`config.mk`:
```
export PLATFORM = sky130hd
export DESIGN_NAME = tree_token_mutex_node
export DESIGN_NICKNAME = d
export VERILOG_FILES = /design/src/rtl/ttmn_pkg.sv /design/src/rtl/tree_token_mutex_node.sv /design/src/rtl/ttmn_ctrl.sv /design/src/rtl/ttmn_dpath.sv
export SDC_FILE = /design/constraint.sdc
export NUM_CORES = 1
export LEC_CHECK = 0
export BUFFER_PORTS_ARGS = -buffer_cell sky130_fd_sc_hd__clkbuf_2
export CAP_MARGIN = 20
export CORE_ASPECT_RATIO = 0.8
export CORE_MARGIN = 8
export CORE_UTILIZATION = 35
export CTS_BUF_LIST = sky130_fd_sc_hd__clkbuf_4 sky130_fd_sc_hd__clkbuf_8
export DETAILED_ROUTE_END_ITERATION = 12
export GPL_TIMING_DRIVEN = 0
export MAX_ROUTING_LAYER = met4
export PLACE_DENSITY = 0.57
export SYNTH_ARGS = -nofsm -noshare
export SYNTH_HDL_FRONTEND = slang
export SYNTH_SLANG_ARGS = --single-unit
```
`constraint.sdc`:
```
create_clock -name clk -period 4.51 [get_ports clk]
set_input_delay 0 -clock clk [delete_from_list [all_inputs] [get_ports clk]]
set_output_delay 0 -clock clk [all_outputs]
set_load 0.03 [all_outputs]
```
`src/rtl/ttmn_pkg.sv`:
```
// ----------------------------------------------------------------------------
// ttmn_pkg
// Shared types and constants for the tree token mutex node: node modes,
// message kinds, status codes, controller states and the command bundle.
// ----------------------------------------------------------------------------
package ttmn_pkg;

  localparam int DEF_QUEUE_DEPTH  = 32;
  localparam int DEF_SITE_ID_BITS = 16;

  // configuration port
  localparam int CFG_DATA_W  = 16;
  localparam int CFG_INDEX_W = 1;
  localparam int UPLINK_CFG_W = 16;

  localparam logic [CFG_INDEX_W-1:0] REG_START_AS_HOLDER = 1'b0;
  localparam logic [CFG_INDEX_W-1:0] REG_INITIAL_UPLINK  = 1'b1;

  // item function codes
  localparam logic FUNC_REQUEST = 1'b0;
  localparam logic FUNC_TOKEN   = 1'b1;

  typedef enum logic [2:0] {
    M_HOLDER    = 3'd0,
    M_REQUESTED = 3'd1,
    M_WAITING   = 3'd2,
    M_READY     = 3'd3,
    M_UNSTARTED = 3'd4
  } mode_t;

  typedef enum logic [1:0] {
    K_NONE   = 2'd0,
    K_REQ    = 2'd1,
    K_TOKEN  = 2'd2,
    K_TOKREQ = 2'd3
  } kind_t;

  typedef enum logic [1:0] {
    ST_OK        = 2'd0,
    ST_DROPPED   = 2'd1,
    ST_BAD_TOKEN = 2'd2
  } status_t;

  typedef enum logic [1:0] {
    S_IDLE,
    S_APPLY,
    S_EMIT
  } ctrl_state_t;

  typedef struct packed {
    logic capture;  // latch the incoming item
    logic apply;    // queue update, mode step, entry fetch
    logic emit;     // settle the served entry and register the result
  } ttmn_cmd_t;

endpackage

```
`src/rtl/tree_token_mutex_node.sv`:
```
// ----------------------------------------------------------------------------
// tree_token_mutex_node
// One node of a tree token mutex: queues site requests, forwards requests
// toward the token, and hands the token to waiting sites oldest first.
// ----------------------------------------------------------------------------
// Raise start while busy is low to hand in an item (a request from a site, or
// the arrival of the token). Every item gives exactly one result. done rises
// from a register set in the emit step and holds for a single
// cycle. The receiver cannot stall the result, so sample it on that cycle.
// Each item has three steps (capture, queue update with entry fetch, emit).
// The next item may be accepted on the cycle done is high. The steps follow
// from the input capture register and from the registered read of the head
// entry, which the token send can only use in the cycle after the queue update.
// Write configuration only while the node is idle; it is taken up by the
// first item after reset.
// ----------------------------------------------------------------------------
module tree_token_mutex_node import ttmn_pkg::*; #(
  parameter int QUEUE_DEPTH  = DEF_QUEUE_DEPTH,
  parameter int SITE_ID_BITS = DEF_SITE_ID_BITS
) (
  input  logic                    clk,
  input  logic                    rst,
  // item channel
  input  logic                    start,
  output logic                    busy,
  input  logic                    func,
  input  logic [SITE_ID_BITS-1:0] site_id,
  input  logic                    site_is_local,
  // result channel
  output logic                    done,
  output logic [1:0]              msg_kind,
  output logic [SITE_ID_BITS-1:0] dest_id,
  output logic                    dest_is_local,
  output logic [1:0]              node_mode,
  output logic [1:0]              status,
  // configuration
  input  logic                    wr_en,
  input  logic [CFG_INDEX_W-1:0]  wr_index,
  input  logic [CFG_DATA_W-1:0]   wr_data
);

  ttmn_cmd_t cmd;

  // sequence each item through its steps
  ttmn_ctrl u_ctrl (
    .clk   (clk),
    .rst   (rst),
    .start (start),
    .busy  (busy),
    .done  (done),
    .cmd   (cmd)
  );

  // hold the mode, the queues and the result registers
  ttmn_dpath #(
    .QUEUE_DEPTH  (QUEUE_DEPTH),
    .SITE_ID_BITS (SITE_ID_BITS)
  ) u_dpath (
    .clk           (clk),
    .rst           (rst),
    .cmd           (cmd),
    .func          (func),
    .site_id       (site_id),
    .site_is_local (site_is_local),
    .wr_en         (wr_en),
    .wr_index      (wr_index),
    .wr_data       (wr_data),
    .msg_kind      (msg_kind),
    .dest_id       (dest_id),
    .dest_is_local (dest_is_local),
    .node_mode     (node_mode),
    .status        (status)
  );

endmodule

```
`src/rtl/ttmn_ctrl.sv`:
```
// ----------------------------------------------------------------------------
// ttmn_ctrl
// Sequencer for one item: capture, apply, emit, then back to idle.
// ----------------------------------------------------------------------------
module ttmn_ctrl import ttmn_pkg::*; (
  input  logic      clk,
  input  logic      rst,
  input  logic      start,
  output logic      busy,
  output logic      done,
  output ttmn_cmd_t cmd
);

  ctrl_state_t state;
  ctrl_state_t state_next;

  always_ff @(posedge clk) begin
    if (rst) begin
      state <= S_IDLE;
      done  <= 1'b0;
    end else begin
      state <= state_next;
      done  <= (state == S_EMIT);
    end
  end

  always_comb begin
    state_next  = state;
    cmd.capture = 1'b0;
    cmd.apply   = 1'b0;
    cmd.emit    = 1'b0;
    busy        = 1'b1;
    unique case (state)
      S_IDLE: begin
        busy = 1'b0;
        if (start) begin
          cmd.capture = 1'b1;
          state_next  = S_APPLY;
        end
      end
      S_APPLY: begin
        cmd.apply  = 1'b1;
        state_next = S_EMIT;
      end
      S_EMIT: begin
        cmd.emit   = 1'b1;
        state_next = S_IDLE;
      end
      default: begin
        state_next = S_IDLE;
      end
    endcase
  end

endmodule

```
`src/rtl/ttmn_dpath.sv`:
```
// ----------------------------------------------------------------------------
// ttmn_dpath
// Mode and uplink registers, configuration registers, and a ring memory that
// holds the in-service batch followed by the waiting requests.
// ----------------------------------------------------------------------------
module ttmn_dpath import ttmn_pkg::*; #(
  parameter int QUEUE_DEPTH  = DEF_QUEUE_DEPTH,
  parameter int SITE_ID_BITS = DEF_SITE_ID_BITS
) (
  input  logic                    clk,
  input  logic                    rst,
  input  ttmn_cmd_t               cmd,
  input  logic                    func,
  input  logic [SITE_ID_BITS-1:0] site_id,
  input  logic                    site_is_local,
  input  logic                    wr_en,
  input  logic [CFG_INDEX_W-1:0]  wr_index,
  input  logic [CFG_DATA_W-1:0]   wr_data,
  output logic [1:0]              msg_kind,
  output logic [SITE_ID_BITS-1:0] dest_id,
  output logic                    dest_is_local,
  output logic [1:0]              node_mode,
  output logic [1:0]              status
);

  // batch (oldest first, from head) then waiting entries; both can be near full
  localparam int RING = 2 * QUEUE_DEPTH;
  localparam int AW   = $clog2(RING);
  localparam int CW   = $clog2(QUEUE_DEPTH + 1);
  localparam int SW   = AW + 2;
  localparam int EW   = SITE_ID_BITS + 1;

  logic [EW-1:0] mem [RING];

  logic                    start_as_holder;
  logic [UPLINK_CFG_W-1:0] initial_uplink;

  mode_t                   mode;
  logic [SITE_ID_BITS-1:0] uplink;
  logic [AW-1:0]           head;
  logic [CW-1:0]           wait_count;
  logic [CW-1:0]           batch_count;

  logic                    func_q;
  logic [SITE_ID_BITS-1:0] sid_q;
  logic                    sloc_q;

  logic                    serve_q;
  kind_t                   kind_q;
  logic [SITE_ID_BITS-1:0] dest_q;
  status_t                 status_q;
  logic [EW-1:0]           rd_entry;

  // apply-step results
  mode_t                   mode_eff;
  logic [SITE_ID_BITS-1:0] uplink_eff;
  mode_t                   mode_a;
  kind_t                   kind_a;
  logic [SITE_ID_BITS-1:0] dest_a;
  status_t                 st_a;
  logic                    push_a;
  logic                    hold_a;
  logic                    serve_a;
  logic [CW-1:0]           wc_a;
  logic [CW-1:0]           bc_a;
  logic [SW-1:0]           tail_sum;
  logic [AW-1:0]           tail;
  logic [AW-1:0]           head_inc;

  // emit-step results
  mode_t                   mode_e;
  kind_t                   kind_e;
  logic [SITE_ID_BITS-1:0] dest_e;
  logic                    dloc_e;
  logic [SITE_ID_BITS-1:0] rd_id;
  logic                    rd_loc;

  assign rd_id  = rd_entry[EW-1:1];
  assign rd_loc = rd_entry[0];

  // configuration registers
  always_ff @(posedge clk) begin
    if (rst) begin
      start_as_holder <= 1'b1;
      initial_uplink  <= '0;
    end else if (wr_en) begin
      unique case (wr_index)
        REG_START_AS_HOLDER: start_as_holder <= wr_data[0];
        REG_INITIAL_UPLINK:  initial_uplink  <= wr_data[UPLINK_CFG_W-1:0];
        default: ;
      endcase
    end
  end

  // ring addressing
  always_comb begin
    tail_sum = SW'(head) + SW'(batch_count) + SW'(wait_count);
    if (tail_sum >= SW'(RING)) begin
      tail_sum = tail_sum - SW'(RING);
    end
    tail     = tail_sum[AW-1:0];
    head_inc = (head == AW'(RING - 1)) ? '0 : head + AW'(1);
  end

  // apply step: queue the request, step the mode, decide whether to serve
  always_comb begin
    mode_eff   = mode;
    uplink_eff = uplink;
    if (mode == M_UNSTARTED) begin
      mode_eff   = start_as_holder ? M_HOLDER : M_READY;
      uplink_eff = SITE_ID_BITS'(initial_uplink);
    end
    mode_a  = mode_eff;
    kind_a  = K_NONE;
    dest_a  = '0;
    st_a    = ST_OK;
    push_a  = 1'b0;
    hold_a  = 1'b0;
    serve_a = 1'b0;
    wc_a    = wait_count;
    bc_a    = batch_count;
    if (func_q == FUNC_REQUEST) begin
      if (wait_count < CW'(QUEUE_DEPTH)) begin
        push_a = 1'b1;
        wc_a   = wait_count + CW'(1);
      end else begin
        st_a = ST_DROPPED;
      end
      if (mode_eff == M_READY) begin
        mode_a = M_REQUESTED;
        kind_a = K_REQ;
        dest_a = uplink_eff;
      end else if (mode_eff == M_HOLDER) begin
        hold_a = 1'b1;
      end
    end else begin
      priority if (mode_eff == M_REQUESTED || mode_eff == M_READY) begin
        hold_a = 1'b1;
      end else if (mode_eff == M_WAITING) begin
        if (batch_count != '0) begin
          serve_a = 1'b1;
        end else begin
          hold_a = 1'b1;
        end
      end else begin
        st_a = ST_BAD_TOKEN;
      end
    end
    // holder: the whole waiting queue becomes the batch
    if (hold_a) begin
      mode_a = M_HOLDER;
      if (wc_a != '0) begin
        bc_a    = wc_a;
        wc_a    = '0;
        serve_a = 1'b1;
      end
    end
    if (serve_a) begin
      bc_a = bc_a - CW'(1);
    end
  end

  // emit step: when serving, hand the token to the oldest batch entry
  always_comb begin
    mode_e = mode;
    kind_e = kind_q;
    dest_e = dest_q;
    dloc_e = 1'b0;
    if (serve_q) begin
      dest_e = rd_id;
      dloc_e = rd_loc;
      kind_e = K_TOKREQ;
      priority if (batch_count != '0) begin
        mode_e = M_WAITING;
      end else if (wait_count != '0 || rd_loc) begin
        mode_e = M_REQUESTED;
      end else begin
        mode_e = M_READY;
        kind_e = K_TOKEN;
      end
    end
  end

  always_ff @(posedge clk) begin
    if (rst) begin
      mode        <= M_UNSTARTED;
      uplink      <= '0;
      head        <= '0;
      wait_count  <= '0;
      batch_count <= '0;
      serve_q     <= 1'b0;
    end else if (cmd.apply) begin
      mode        <= mode_a;
      uplink      <= uplink_eff;
      wait_count  <= wc_a;
      batch_count <= bc_a;
      serve_q     <= serve_a;
      if (serve_a) begin
        head <= head_inc;
      end
    end else if (cmd.emit) begin
      mode <= mode_e;
      if (serve_q && mode_e == M_READY) begin
        uplink <= rd_id;
      end
    end
  end

  // item capture and per-step payload
  always_ff @(posedge clk) begin
    if (cmd.capture) begin
      func_q <= func;
      sid_q  <= site_id;
      sloc_q <= site_is_local;
    end
    if (cmd.apply) begin
      kind_q   <= kind_a;
      dest_q   <= dest_a;
      status_q <= st_a;
    end
    if (cmd.emit) begin
      msg_kind      <= kind_e;
      dest_id       <= dest_e;
      dest_is_local <= dloc_e;
      node_mode     <= mode_e[1:0];
      status        <= status_q;
    end
  end

  // ring memory; forward the entry written this cycle when it is also the head
  always_ff @(posedge clk) begin
    if (cmd.apply && push_a) begin
      mem[tail] <= {sid_q, sloc_q};
    end
    if (cmd.apply) begin
      if (push_a && tail == head) begin
        rd_entry <= {sid_q, sloc_q};
      end else begin
        rd_entry <= mem[head];
      end
    end
  end

endmodule
```
=== Yosys cells after proc, flatten, opt, wreduce, memory -nomap -nowiden ===
Memories as Yosys holds them, arrays and structs flattened. A register that Yosys moved wholly into a read port is not among the register bits.
Cells that the tools add are included.

* Memories kept: 1
* Input bits: 39
* Register bits: 119
* Output and inout bits: 25
* Logic and storage cells: 112
* Memory bits (writable): 1088

{| class="wikitable"
|+ Memories
! name !! depth !! bits a word !! read ports !! clocked after memory_dff !! write ports !! line !! source
|-
| u_dpath.mem || 64 || 17 || 1 || 1 || 1 || ttmn_dpath.sv:33 || <nowiki>logic [EW-1:0] mem [RING];</nowiki>
|}

* Add/sub/neg operators: 6
* Equality and inequality tests: 9
* Bitwise gates (word level): 2
* $lt $le $gt $ge: 2
* Muxes and demuxes: 55
* Reduce and logical (&&, ||, !) cells: 16

{| class="wikitable"
|+ Operators with widths
! cell !! number
|-
| 16-bit 2-to-1 mux || 5
|-
| 6-bit 2-to-1 mux || 9
|-
| 1-bit 2-to-1 mux || 24
|-
| 3-bit 2-to-1 mux || 8
|-
| 6-bit nonzero test || 3
|-
| 2-bit 2-to-1 mux || 8
|-
| 6-bit by 1-bit adder with 6-bit output, second input constant || 2
|-
| 6-bit by 1-bit subtractor with 6-bit output, second input constant || 2
|-
| 3-bit by 2-bit == test with 1-bit output, second input constant || 3
|-
| 7-bit by 6-bit adder with 8-bit output || 1
|-
| 8-bit by 7-bit >= comparator with 1-bit output, second input constant || 1
|-
| 2-bit AND reduction || 4
|-
| 6-bit by 6-bit adder with 7-bit output || 1
|-
| 6-bit == test, second input constant || 1
|-
| 6-bit less-than comparator, second input constant || 1
|-
| 2-bit one-hot mux with 2 select lines || 1
|-
| 2-bit nonzero test || 2
|-
| 3-bit by 1-bit == test with 1-bit output, second input constant || 1
|-
| 3-bit == test, second input constant || 1
|-
| 3-bit zero test || 1
|-
| 2-bit by 1-bit == test with 1-bit output, second input constant || 1
|-
| 2-bit == test, second input constant || 1
|-
| 1-bit logical AND || 2
|-
| 2-bit zero test || 1
|-
| 4 further kinds || 6
|}

=== Logic depth before layout (Yosys ltp) ===
* Word-level depth: 10
* Mapped depth: 15

=== By module ===
Synthesis repeated with hierarchy kept, for this count alone.

* Cells, all modules: 2288
* Area total of the unflattened synthesis: 47845.9 µm²

{| class="wikitable"
|+ Modules (own cells, without submodules)
! module !! times used !! cells each !! area an instance (µm²)
|-
| ttmn_dpath || 1 || 2277 || 47717.0
|-
| ttmn_ctrl || 1 || 11 || 128.9
|}

=== Least setup slack after synthesis ===
OpenSTA, ideal clock, no wires.

* Path kind: register -> register
* From: register u_ctrl.state[1]
* To: memory u_dpath.mem[15][0] (netlist bit) (enable)
* Required time: 4119 ps
* Data arrival time: 3412 ps
* Cell stages (with the launch flop): 7
* Setup time: 391 ps
* Slack: 708 ps
* Path buffers: 0
* Cell sequence: dfxtp_1 -> inv_1 -> ha_1 -> clkinv_1 -> nor3_1 -> nand4_1 -> nor2_1

* Word-level cells in the longest chain between the ends: 5

{| class="wikitable"
|+ RTL lines
! element !! line !! source
|-
| start: declaration || ttmn_ctrl.sv:14 || <nowiki>ctrl_state_t state;</nowiki>
|-
| start signal: assignment || ttmn_ctrl.sv:22 || <nowiki>state <= state_next;</nowiki>
|-
| 2-bit by 1-bit == test with 1-bit output || ttmn_ctrl.sv:33 || <nowiki>unique case (state)</nowiki>
|-
| 1-bit 2-to-1 mux || ttmn_ctrl.sv:33 ||
|-
| 1-bit logical AND || ttmn_dpath.sv:232 || <nowiki>if (cmd.apply && push_a) begin</nowiki>
|-
| 1-bit 2-to-1 mux || ttmn_dpath.sv:232 ||
|-
| 1-bit 2-to-1 mux (implied by the code) || ttmn_dpath.sv:233 || <nowiki>mem[tail] <= {sid_q, sloc_q};</nowiki>
|-
| end: declaration || ttmn_dpath.sv:33 ||
|}

Every way passes these cells.

=== Final worst setup path ===
* From: register u_dpath.batch_count[1]
* To: memory u_dpath.mem[28][4] (netlist bit) (enable)

* Word-level cells in the longest chain between the ends: 4

{| class="wikitable"
|+ RTL lines
! element !! line !! source
|-
| start: declaration || ttmn_dpath.sv:42 || <nowiki>logic [CW-1:0] batch_count;</nowiki>
|-
| start signal: assignment || ttmn_dpath.sv:190 || <nowiki>batch_count <= '0;</nowiki>
|-
| start signal: assignment || ttmn_dpath.sv:196 || <nowiki>batch_count <= bc_a;</nowiki>
|-
| 6-bit by 6-bit adder with 7-bit output * || ttmn_dpath.sv:97 || <nowiki>tail_sum = SW'(head) + SW'(batch_count) + SW'(wait_count);</nowiki>
|-
| 7-bit by 6-bit adder with 8-bit output * || ttmn_dpath.sv:97 ||
|-
| 8-bit by 7-bit >= comparator with 1-bit output / 6-bit by 1-bit subtractor with 6-bit output (equally long branches) || ttmn_dpath.sv:98, ttmn_dpath.sv:99 ||
|-
| 6-bit 2-to-1 mux * || ttmn_dpath.sv:98 || <nowiki>if (tail_sum >= SW'(RING)) begin</nowiki>
|}

Mark *: on every way between the ends. The rest lies on a longest branch, timed or not.

==> run metrics <==
status=completed; clock transition at the registers of the reported paths=60 ps; drt first-iter violations=3,353; GR Layer Usage met3=0.0434; Design Power=about 24,000 uW; Initial Utilization=0.353; synthesized instance count=2,334; multiplexer share of the synthesized area=0.165; CTS tree=built; ys async rst share=0; Final Wtd Congestion=0.873; Startpoint Class=register; relative slew slack=0.202; max-slew violation count=0; Pwr per Cell Area=418 nW/um^2; Worst Tran Pin Value=1200 ps; DRT Pass-1 Iters=7; Post-Synth Simple-Gate Area=0.0314; synthesized-area fraction occupied by adder cells=0.00562; fin crit share=0.994; fin util=0.423; Req. time, crit path=5060 ps; maxcap violations=0; Vias=25,900; Max Fanout on Critical Path=10; Avg Cell Area, Syn=20.6 um^2; Max Clk Rate=223 MHz; pin count of the biggest net entering global routing=39; initial antenna violation count=3; Synth Net Count=2,391; Max IR drop VDD=between 150 and 200 uV; EDFF count, synth=1,165; CTS H-tree lvls=4; Setup WS post-layout=26.6 ps; worst skew pair latency=880 ps; Core Region=136,000 um^2; global-route wire length before repair=190,000 um; post-synth top area cell=edfxtp_1; final-report hold violation count=0; critical path capture point type=register; static leakage=0.0179 uW; synthesis-to-layout area growth=19.9%; YS warnings=0; Num CTS Buffers=180; Filler Cell Count=roughly 12,000; total wire length=133,000 um; clk_skew=~41 ps; # setup viols final=0; Die X=430 um; Compound-Gate Fraction of Synth Area=0.0281; worst hold margin=146 ps; # rows=121; post-synth cell types=73; hold crit path type=input pin to register; most used flip-flop cell after synthesis=edfxtp_1; synthesized area=48,100 um^2; crit path time final=4480 ps; PortBufs=63; nets@finish=approximately 2,800; DP Worst Slack=-614 ps; main combinational cell family by area after synthesis=multiplexers; CTS sink count=1,223; Synth top area share=0.728; die area=150,000 um^2; RSZ-0062 raised after global routing=yes; CTS root buffer=clkbuf_8; Total GRT Usage=0.179; DR WL/cell=28.3 um; FF+latch count, synth=1,223; Avg Vias per Cell=5.49; gr ovfl total=0; fraction of synthesized cell area in xor and xnor cells=0.00401; sequential fraction of the synthesis area=0.752; vias in the first global route=26,400; I/O Pins=64; Clock Path Buffers=3; met1 Use GR=0.250; antenna violation net count after detailed routing=0; Die H=347 um; R2R depth=9; synth top area cells=edfxtp_1 (73%), mux4_2 (15%), dfxtp_1 (2.4%), nor2_1 (0.98%), nand2_1 (0.85%); WS Path Type=register to register; worst path arrival time=5030 ps; M2 GR Usage=0.264; hold-critical path depth=5; busiest grt layer=met2; Post-route DRC=0; HPWL after DPL=90,700 um; share of cells above drive strength 1=0.317
-- timing repair --
item / 4_1_cts / 5_1_grt
setup buffers: 3 / 0
pin swaps: 2 / 0
hold endpoints to repair: 71 / 0
resized for setup: 7 / 6
hold buffers: 100 / 0
endpoints found under the setup margin: 542 / 45
-- critical path: stages, from the launching register on --
cell	delay, ps
dfxtp_1	530
fa_1	470
ha_1	240
fa_1	470
a21o_1	190
a21oi_1	160
xnor2_1	410
nand3_1	620
nor2_2	800
buf_8	260
-- power breakdown --
part | internal, uW | switching (uW)
clock | 4410 | 4260
combinational | 954 | 1480
sequential | 12800 | 177
-- registers in the layout, summed over array words and instances (netlist names), 2 cells and up --
signal,count
u_dpath.msg_kind,2
u_dpath.mode,3
u_dpath.status_q,2
u_dpath.wait_count,6
u_dpath.dest_q,16
u_dpath.initial_uplink,16
u_ctrl.state,2
u_dpath.rd_entry,17
u_dpath.dest_id,16
u_dpath.uplink,16
u_dpath.batch_count,6
u_dpath.head,6
u_dpath.mem,1088
u_dpath.sid_q,16
u_dpath.status,2
u_dpath.node_mode,2
-- through the flow --
stage | instance area [um^2] | setup TNS, ps | instances
4_1_cts | 57600 | 0 | 4707
5_1_grt | 57600 | -2330 | 4709
3_3_place_gp | 50600 | -1531240 | 4180
3_5_place_dp | 53100 | -172030 | 4281
2_1_floorplan | 48100 | 0 | 2334
6_report | 57600 | 0 | 4710
-- logic make-up after synthesis --
family	after synthesis
buf+inv	144
simple gates	336
xor+xnor	22
mux	386
compound gates	205
flops	1223
fa+ha+maj	18
-- placed cells by master (no fill, tap or decap), types with 39 or more instances in the layout --
cell type,instances
buf_8,40
clkbuf_2,63
dfxtp_1,58
nand2_1,109
dlygate4sd3_1,100
nor2_2,54
buf_16,58
clkbuf_8,183
mux4_2,324
edfxtp_1,1165
mux2i_1,39
clkinv_1,39
clkbuf_4,67
a21oi_1,62
nor2_1,62
clkbuf_1,64
-- cells in the mapped netlist (3+ instances only) --
library cell / instances
nand2b_1: 19
nand3_1: 21
fa_1: 6
nand2_1: 109
clkbuf_1: 64
inv_1: 12
a21o_1: 6
ha_1: 12
buf_6: 3
a22o_1: 4
o2111ai_1: 5
mux2_2: 22
nor2b_1: 16
nor4_1: 3
edfxtp_1: 1165
o21ai_0: 41
buf_1: 13
buf_2: 37
o211ai_1: 6
or4_1: 3
or3_1: 4
o311a_1: 16
xnor2_1: 16
a221oi_1: 4
xor2_1: 6
and2_1: 10
mux2i_1: 39
a2111oi_0: 3
nor3_1: 8
a211oi_1: 10
buf_4: 13
mux4_2: 324
a22oi_1: 7
a21oi_1: 62
dfxtp_1: 58
nor2_1: 126
a31oi_1: 19
-- path summary, 6_finish.rpt --
| path | start | to | slack (ps) |
|---|---|---|---|
| setup / recovery | u_dpath.batch_count[1] | u_dpath.mem[28][4] | 30 |
| hold / removal | wr_index | u_dpath.initial_uplink[2] | 150 |
| setup reg to reg | u_dpath.batch_count[1] | u_dpath.mem[28][4] | 30 |
| hold reg to reg | u_dpath.status_q[0] | u_dpath.status[0] | 420 |
-- layer usage --
layer / part of all wire / up-vias / wire (um)
li1: - / 10600 / -
met1: 0.43 / 13700 / 56900
met2: 0.45 / 1358 / 59900
met3: 0.099 / 207 / 13200
met4: 0.023 / 0 / 3120
met5: 0 / - / 0
-- cell type report --
| class | instances | area (um^2) | share of cell area |
|---|---|---|---|
| Tap cell | 1783 | 2230 | 0.0387 |
| Inverter | 14 | 52.6 | 0.000912 |
| Clock buffer | 250 | 3020 | 0.0524 |
| Sequential cell | 1223 | 36100 | 0.627 |
| Antenna cell | 1 | 2.50 | 0.0000434 |
| Buffer | 130 | 606 | 0.0105 |
| Timing Repair Buffer | 269 | 3650 | 0.0634 |
| Multi-Input combinational cell | 967 | 11500 | 0.200 |
| Clock inverter | 73 | 412 | 0.00714 |
Note: power is estimated with default switching activity, not from simulation.
